==> src/assert_macros.svh <==
// ---------------------------------------------------------------------------
// assert_macros.svh
// Concurrent assertion macros shared by the RTL; empty when SYNTH is set.
// ---------------------------------------------------------------------------
`ifndef ASSERT_MACROS_SVH
`define ASSERT_MACROS_SVH

`ifndef SYNTH
// check prop at every rising clock edge outside reset
`define ASSERT_CLK(label, clk, rst_n, prop, msg) \
	label: assert property (@(posedge clk) disable iff (!rst_n) prop) else $error(msg);
// check that cond never holds at a rising clock edge outside reset
`define ASSERT_NEVER(label, clk, rst_n, cond, msg) \
	label: assert property (@(posedge clk) disable iff (!rst_n) !(cond)) else $error(msg);
`else
`define ASSERT_CLK(label, clk, rst_n, prop, msg)
`define ASSERT_NEVER(label, clk, rst_n, cond, msg)
`endif

`endif

==> src/nidt_pkg.sv <==
// ---------------------------------------------------------------------------
// nidt_pkg
// Types and constants of the node identifier association table.
// ---------------------------------------------------------------------------
`default_nettype none

package nidt_pkg;

	localparam int TABLE_ENTRIES = 16;
	localparam int ID_W          = 32;

	localparam logic [ID_W-1:0] EMPTY_ID = {ID_W{1'b1}};

	localparam logic [1:0] CMD_INSERT = 2'd0;
	localparam logic [1:0] CMD_FIND   = 2'd1;
	localparam logic [1:0] CMD_CHECK  = 2'd2;
	localparam logic [1:0] CMD_CLEAR  = 2'd3;

	localparam logic [1:0] STATUS_NONE   = 2'd0;
	localparam logic [1:0] STATUS_VALID  = 2'd1;
	localparam logic [1:0] STATUS_FAILED = 2'd2;

	typedef struct packed {
		logic [1:0]      cmd;
		logic [ID_W-1:0] node_id;
	} req_t;

	typedef struct packed {
		logic       success;
		logic [1:0] check_status;
	} rsp_t;

	// request as it walks down the row of slot cells
	typedef struct packed {
		logic            valid;
		logic [1:0]      cmd;
		logic [ID_W-1:0] id;
		logic            hit;
		logic            free_seen;
	} tok_t;

	// broadcast from the end of the row back to every cell
	typedef struct packed {
		logic            finish;
		logic            write;
		logic            clear;
		logic [ID_W-1:0] wr_id;
	} ctl_t;

endpackage

`default_nettype wire

==> src/nidt_cell.sv <==
// ---------------------------------------------------------------------------
// nidt_cell
// One identifier slot: compares the passing request, claims itself as the
// lowest free slot for an insert, and forwards the request one cell a cycle.
// ---------------------------------------------------------------------------
`default_nettype none
`include "assert_macros.svh"

module nidt_cell (
	input  wire logic           clk,
	input  wire logic           arst_n,
	input  wire nidt_pkg::tok_t tok_in,
	input  wire nidt_pkg::ctl_t ctl,
	output nidt_pkg::tok_t      tok_out,
	output logic                claim
);
	import nidt_pkg::*;

	logic [ID_W-1:0] slot_q;
	logic            claim_q;
	tok_t            tok_q;
	logic            match;
	logic            empty;

	assign match = (tok_in.id == slot_q);
	assign empty = (slot_q == EMPTY_ID);

	always_ff @(posedge clk or negedge arst_n) begin
		if (!arst_n) begin
			slot_q  <= EMPTY_ID;
			claim_q <= 1'b0;
			tok_q   <= '0;
		end else begin
			if (ctl.clear) begin
				slot_q <= EMPTY_ID;
			end else if (ctl.write && claim_q) begin
				slot_q <= ctl.wr_id;
			end

			// claim only if no earlier cell was free
			if (ctl.finish) begin
				claim_q <= 1'b0;
			end else if (tok_in.valid && tok_in.cmd == CMD_INSERT && empty
					&& !tok_in.free_seen) begin
				claim_q <= 1'b1;
			end

			tok_q.valid     <= tok_in.valid;
			tok_q.cmd       <= tok_in.cmd;
			tok_q.id        <= tok_in.id;
			tok_q.hit       <= tok_in.hit | match;
			tok_q.free_seen <= tok_in.free_seen | empty;
		end
	end

	assign tok_out = tok_q;
	assign claim   = claim_q;

	`ASSERT_CLK(a_claim_empty, clk, arst_n, claim_q |-> (slot_q == EMPTY_ID), "claimed slot not empty")
	`ASSERT_CLK(a_claim_drop, clk, arst_n, ctl.finish |=> !claim_q, "claim held past finish")
	`ASSERT_NEVER(a_write_stray, clk, arst_n, ctl.write && !ctl.finish, "write outside finish")

endmodule

`default_nettype wire

==> src/node_id_association_table.sv <==
// ---------------------------------------------------------------------------
// node_id_association_table
// Table of node identifiers with insert, find, check and clear commands.
// ---------------------------------------------------------------------------
//   channel   handshake          payload             width
//   request   start / busy       req (cmd, node_id)  2 + 32
//   result    done (strobe)      rsp (success,       1 + 2
//                                     check_status)
//   config    cfg_we             cfg_wdata           1 (table_enabled)
//
// Each request walks the row of TABLE_ENTRIES slot cells, one cell a cycle,
// collecting "present" and "free slot seen"; the lowest empty cell marks a
// claim on the way. When the request leaves the last cell, the end stage
// commits the insert or clear and registers the result.
// A request passes the launch register, the row of cells and the done
// register on its way from start to the done strobe; busy is high until
// it leaves the row, and a new start is taken in the cycle done is shown.
// Reset empties every slot and clears table_enabled; no clearing pass.
// Results are not stalled: done lasts one cycle.
// ---------------------------------------------------------------------------
`default_nettype none
`include "assert_macros.svh"

module node_id_association_table (
	input  wire logic           clk,
	input  wire logic           arst_n,
	input  wire logic           start,
	output logic                busy,
	input  wire nidt_pkg::req_t req,
	output logic                done,
	output nidt_pkg::rsp_t      rsp,
	input  wire logic           cfg_we,
	input  wire logic           cfg_wdata
);
	import nidt_pkg::*;

	tok_t                     tok [TABLE_ENTRIES+1];
	tok_t                     tok0_q;
	ctl_t                     ctl;
	logic [TABLE_ENTRIES-1:0] claims;
	logic [TABLE_ENTRIES:0]   tok_valids;
	logic                     busy_q;
	logic                     done_q;
	rsp_t                     rsp_q;
	logic                     enabled_q;
	logic                     accept;
	tok_t                     tail;
	rsp_t                     rsp_d;

	assign accept = start && !busy_q;
	assign tok[0] = tok0_q;
	assign tail   = tok[TABLE_ENTRIES];

	// launch register: hand the request to the first cell
	always_ff @(posedge clk or negedge arst_n) begin
		if (!arst_n) begin
			tok0_q <= '0;
		end else begin
			tok0_q.valid     <= accept;
			tok0_q.cmd       <= req.cmd;
			tok0_q.id        <= req.node_id;
			tok0_q.hit       <= 1'b0;
			tok0_q.free_seen <= 1'b0;
		end
	end

	// row of slot cells
	for (genvar k = 0; k < TABLE_ENTRIES; k++) begin : g_cell
		nidt_cell u_cell (
			.clk     (clk),
			.arst_n  (arst_n),
			.tok_in  (tok[k]),
			.ctl     (ctl),
			.tok_out (tok[k+1]),
			.claim   (claims[k])
		);
	end

	for (genvar k = 0; k <= TABLE_ENTRIES; k++) begin : g_valid
		assign tok_valids[k] = tok[k].valid;
	end

	// end of the row: commit the insert or clear back into the cells
	always_comb begin
		ctl.finish = tail.valid;
		ctl.write  = tail.valid && tail.cmd == CMD_INSERT && !tail.hit && tail.free_seen;
		ctl.clear  = tail.valid && tail.cmd == CMD_CLEAR;
		ctl.wr_id  = tail.id;
	end

	// result of the request leaving the row
	always_comb begin
		rsp_d = '0;
		case (tail.cmd)
			CMD_INSERT: rsp_d.success = tail.hit | tail.free_seen;
			CMD_FIND:   rsp_d.success = !enabled_q | tail.hit;
			CMD_CHECK: begin
				if (!enabled_q) begin
					rsp_d.check_status = STATUS_NONE;
				end else if (tail.id == EMPTY_ID || tail.hit) begin
					rsp_d.check_status = STATUS_VALID;
				end else begin
					rsp_d.check_status = STATUS_FAILED;
				end
			end
			CMD_CLEAR:  rsp_d.success = 1'b1;
			default:    rsp_d = '0;
		endcase
	end

	// hold busy from accept until the request leaves the row
	always_ff @(posedge clk or negedge arst_n) begin
		if (!arst_n) begin
			busy_q <= 1'b0;
			done_q <= 1'b0;
		end else begin
			done_q <= tail.valid;
			if (accept) begin
				busy_q <= 1'b1;
			end else if (tail.valid) begin
				busy_q <= 1'b0;
			end
		end
	end

	always_ff @(posedge clk) begin
		if (tail.valid) begin
			rsp_q <= rsp_d;
		end
	end

	// table_enabled register
	always_ff @(posedge clk or negedge arst_n) begin
		if (!arst_n) begin
			enabled_q <= 1'b0;
		end else if (cfg_we) begin
			enabled_q <= cfg_wdata;
		end
	end

	assign busy = busy_q;
	assign done = done_q;
	assign rsp  = rsp_q;

	`ASSERT_CLK(a_one_claim, clk, arst_n, $onehot0(claims), "more than one slot claimed")
	`ASSERT_CLK(a_one_req, clk, arst_n, $onehot0(tok_valids), "more than one request in row")
	`ASSERT_CLK(a_accept_busy, clk, arst_n, accept |=> busy_q, "busy not raised on accept")
	`ASSERT_CLK(a_done_idle, clk, arst_n, done_q |-> !busy_q, "done while still busy")

endmodule

`default_nettype wire

==> config.mk <==
export PLATFORM = sky130hd
export DESIGN_NAME = node_id_association_table
export DESIGN_NICKNAME = d
export VERILOG_FILES = /design/src/nidt_pkg.sv /design/src/nidt_cell.sv /design/src/node_id_association_table.sv
export VERILOG_INCLUDE_DIRS = /design/src /design/src/src
export SDC_FILE = /design/constraint.sdc
export NUM_CORES = 2
export LEC_CHECK = 0
export BUFFER_PORTS_ARGS = -buffer_cell sky130_fd_sc_hd__buf_2
export CAP_MARGIN = 10
export CORE_MARGIN = 2
export CORE_UTILIZATION = 55
export DETAILED_ROUTE_END_ITERATION = 10
export PLACE_DENSITY = 0.68
export SLEW_MARGIN = 10
export SYNTH_ARGS = -nofsm -noshare
export SYNTH_HDL_FRONTEND = slang
export SYNTH_SLANG_ARGS = --single-unit
==> constraint.sdc <==
create_clock -name clk -period 2.73 [get_ports clk]
set_input_delay 0.273 -clock clk [delete_from_list [all_inputs] [get_ports clk]]
set_output_delay 0.273 -clock clk [all_outputs]
set_load 0.02 [all_outputs]
==> qor.json <==
{
  "power": {
    "p_seq_share_pct": 52.0,
    "power_frac_comb_pct": 14.8,
    "power.leakage_nw": 22.31,
    "power.density_cell_area_nw_per_um2": 951.1,
    "internal_power_mw": 34.44,
    "switching_power_mw": 13.56,
    "power_switching_share_pct": 28.26,
    "max-vdd-ir-drop_mv": 0.6793,
    "final_power_mw": 48.00,
    "clock_power_share_pct": 33.1
  },
  "timing": {
    "hold_viol_final": 0,
    "worst_case_hold_slack_ps": 123.1,
    "tightestPinTransition_ps": 925.6,
    "max_clock_freq_mhz": 468.4,
    "fin_crit_sh_pct": 78.19,
    "report.final.slew_viol_count": 0,
    "clock_skew_ps": 52.73,
    "grt_setup_unrepaired": "false",
    "setup_viol": 0,
    "setup_total_negative_slack_ps": 0,
    "final.min_clock_period_ps": 2135,
    "final_critical_path_setup_slack_ps": 595.3,
    "slew_headroom_pct": 37.72
  },
  "layout": {
    "fillers": 6129,
    "layout.cells.most_common_list": "sky130_fd_sc_hd__nand2_1 (1026), sky130_fd_sc_hd__dfrtp_1 (646), sky130_fd_sc_hd__nand3_1 (518)",
    "antennaDiodeCount": 0,
    "total_number_of_nets_in_the_final_design": 4010,
    "area.growth.synth_to_final_pct": 12.11,
    "final_common_cell": "sky130_fd_sc_hd__nand2_1",
    "layoutNonFillerInstCount": 5134,
    "final_layout_size_suffix_gt1_share_pct": 21.11
  },
  "grt": {
    "globalRouteTotalUtil_pct": 29.92,
    "grt_pass1_wl_um": 189000,
    "met2_usage_pct": 46.92,
    "gr-max-usage-layer": "met2",
    "largest_net_degree_at_the_start_of_global_routing": 128,
    "antenna_found_initial": 2,
    "use_met1_pct": 42.12,
    "grt_use_met3_pct": 6.227,
    "globalRoute.totalOverflow": 0,
    "grt_pass1_vias": 29460
  },
  "placed_design": {
    "numPlacedInstances": 4875,
    "dpl_worst_slack_ps": 632.7,
    "dpl.hpwl_um": 80410,
    "io_buffer_count": 43,
    "place_congestion": 0.9090
  },
  "worst_setup_path": {
    "critPathLaunch": "g_cell[15].u_cell.tok_out[34]",
    "timing.rr.start": "g_cell[15].u_cell.tok_out[34]",
    "arrival_ps": 2720,
    "regToRegEndpoint": "g_cell[12].u_cell.slot_q[0]",
    "crit_path_start_kind": "flip-flop",
    "worst-r2r-setup-slack_ps": 600,
    "critical_path_depth": 6,
    "worstPathBufferInverterCount": 2,
    "class_of_the_most_critical_setup_path": "flip-flop to flip-flop",
    "slowest_delay_ps": 660,
    "worst_ep_required_time_ps": 3310,
    "worst_path_max_delay_cell": "sky130_fd_sc_hd__and4bb_4",
    "critical_path_endpoint": "g_cell[12].u_cell.slot_q[0]",
    "worstRegToRegCells": 6,
    "worst-path-max-fanout": 32,
    "top_delay_family_on_crit_path": "simple AND/OR/NAND/NOR gates",
    "crit_end_element": "flip-flop",
    "critical_path_cell_list": "and4bb_4 > buf_12 > and3_1 > buf_4 > nand2_1 > nand3_1"
  },
  "route": {
    "drt-pass1-iter-count": 5,
    "drt_drc_violations_left": 0,
    "drt_iter0_drc": 3288,
    "avgRoutedWirePerCell_um": 24.24,
    "dr_total_vias": 29780,
    "postRouteAntennaNets": 0,
    "route.detailed.vias_per_inst": 5.801,
    "routed_wl_um": 124400
  },
  "synthesis": {
    "synth.lib_cells_used.distinct": 29,
    "synth.cell_area_um2": 45020,
    "synthesis.yosys.warnings": 0,
    "synth_edf_count": 3,
    "syn-num-nets": 3945,
    "syn-instance-count": 3906,
    "synth_sequential_area_ratio_pct": 65.99,
    "asyncSetResetFlopFracSynth_pct": 99.74,
    "synth.ff_latch_count": 1161,
    "syn-mean-instance-area_um2": 11.53,
    "synth_ff_type": "sky130_fd_sc_hd__dfrtp_1"
  },
  "clocking": {
    "clockBufferDepth": 3,
    "cts_tree": "yes",
    "tritoncts_num_sinks": 1161,
    "cts_root_buffer": "sky130_fd_sc_hd__clkbuf_16",
    "cts_inserted_buffers": 116,
    "clk_pin_slew_ps": 60,
    "clk-insertion-delay-late_ps": 700,
    "htreeDepth": 3
  },
  "hold_path": {
    "worstHoldPathType": "input port to asynchronous set/reset pin"
  },
  "run": {
    "timing.max_cap.violations": 0
  },
  "floorplan": {
    "floorplan.core_area_um2": 80810,
    "floorplan.initialDensity_pct": 55.71,
    "num_rows": 104,
    "die_height_um": 290.1,
    "boundaryPins": 44,
    "dieWidth_um": 290.1,
    "die_area_um2": 84160
  },
  "status": {
    "outcome": "finished clean"
  }
}
==> power by group through the flow <==
stage	clock (mW)	combinational, mW	sequential (mW)
5_1_grt	16.9	7.91	25.3
3_5_place_dp	0	6.99	25.2
6_report	15.9	7.12	25.0
2_1_floorplan	0	5.11	24.1
3_3_place_gp	0	6.74	25.1
4_1_cts	16.1	7.10	24.9
==> stage by stage <==
step	cell area [µm²]	util, %
floorplan	45020	-
global placement	46230	57.21
detailed placement	46230	57.21
CTS	50470	62.46
global route	50470	62.46
finish	50470	62.46
==> layout make-up <==
cell class / count / area, µm² / area share, %
clock buffers: 180 / 3455 / 6.845
clock inverters: 41 / 405.4 / 0.8032
inverters: 2 / 7.507 / 0.01487
multi-input cells: 2503 / 13890 / 27.52
flip-flops and latches: 1161 / 29710 / 58.86
well taps: 1060 / 1326 / 2.628
repair buffers: 187 / 1677 / 3.322
==> synth_stat cells, types with 16 or more instances <==
cell / n / area share [%]
sky130_fd_sc_hd__a21o_1: 16 / 0.27
sky130_fd_sc_hd__and3_1: 17 / 0.24
sky130_fd_sc_hd__buf_2: 57 / 0.63
sky130_fd_sc_hd__buf_4: 36 / 0.60
sky130_fd_sc_hd__buf_6: 40 / 1.0
sky130_fd_sc_hd__clkbuf_1: 106 / 0.88
sky130_fd_sc_hd__dfrtp_1: 646 / 36
sky130_fd_sc_hd__dfstp_2: 512 / 30
sky130_fd_sc_hd__nand2_1: 1026 / 8.6
sky130_fd_sc_hd__nand3_1: 519 / 5.8
sky130_fd_sc_hd__nand4_1: 228 / 3.2
sky130_fd_sc_hd__nor2_1: 34 / 0.28
sky130_fd_sc_hd__nor4_1: 87 / 1.2
sky130_fd_sc_hd__xnor2_1: 360 / 7.0
sky130_fd_sc_hd__xor2_1: 152 / 3.0
==> per-layer routing <==
metal  wire length (µm)  vias to the layer above
li1                   -                    13140
met1              51570                    15200
met2              59150                     1185
met3               9304                      256
met4               4424                        0
met5                  0                        -
==> worst min-delay path by stage <==
stage                     startpoint  slack [ps]  depth (start not counted)                             to
after floorplan               arst_n         -20                          0                           busy
after global placement        arst_n         230                          1  g_cell[15].u_cell.tok_out[18]
after detailed placement      arst_n         240                          1  g_cell[15].u_cell.tok_out[18]
after CTS                     arst_n         100                          2  g_cell[15].u_cell.tok_out[19]
after global routing          arst_n         140                          2  g_cell[15].u_cell.tok_out[18]
final                         arst_n         120                          2  g_cell[15].u_cell.tok_out[18]
==> logic make-up (layout without fill, tap and decap cells) <==
family / after synthesis / after routing / synth area share [%]
AOI/OAI and AO/OA: 50 / 50 / 0.8644
muxes: 1 / 1 / 0.02501
xor gates and xnor gates: 512 / 512 / 9.961
buffers and inverters: 242 / 410 / 3.179
and+or+nand+nor: 1940 / 1940 / 19.98
DFF: 1161 / 1161 / 65.99
==> worst reg2reg max path: cells and delay by family, from the launching register on <==
family                 cells  cell delay (ps)
AND/OR/NAND/NOR            4             1050
buffers and inverters      2              550
flip-flops                 1              440
==> state kept, by name, summed over array words and instances (netlist names) <==
name                   cells
busy                       1
done                       1
enabled_q                  1
g_cell.u_cell.claim       16
g_cell.u_cell.slot_q     512
g_cell.u_cell.tok_out    592
rsp                        3
tok                       35
==> timing repair <==
action	CTS	global route
resized for setup	0	0
endpoints found under the hold margin	351	0
buffers inserted	0	0
hold buffers	38	0
(Power assumes the default switching activity.)
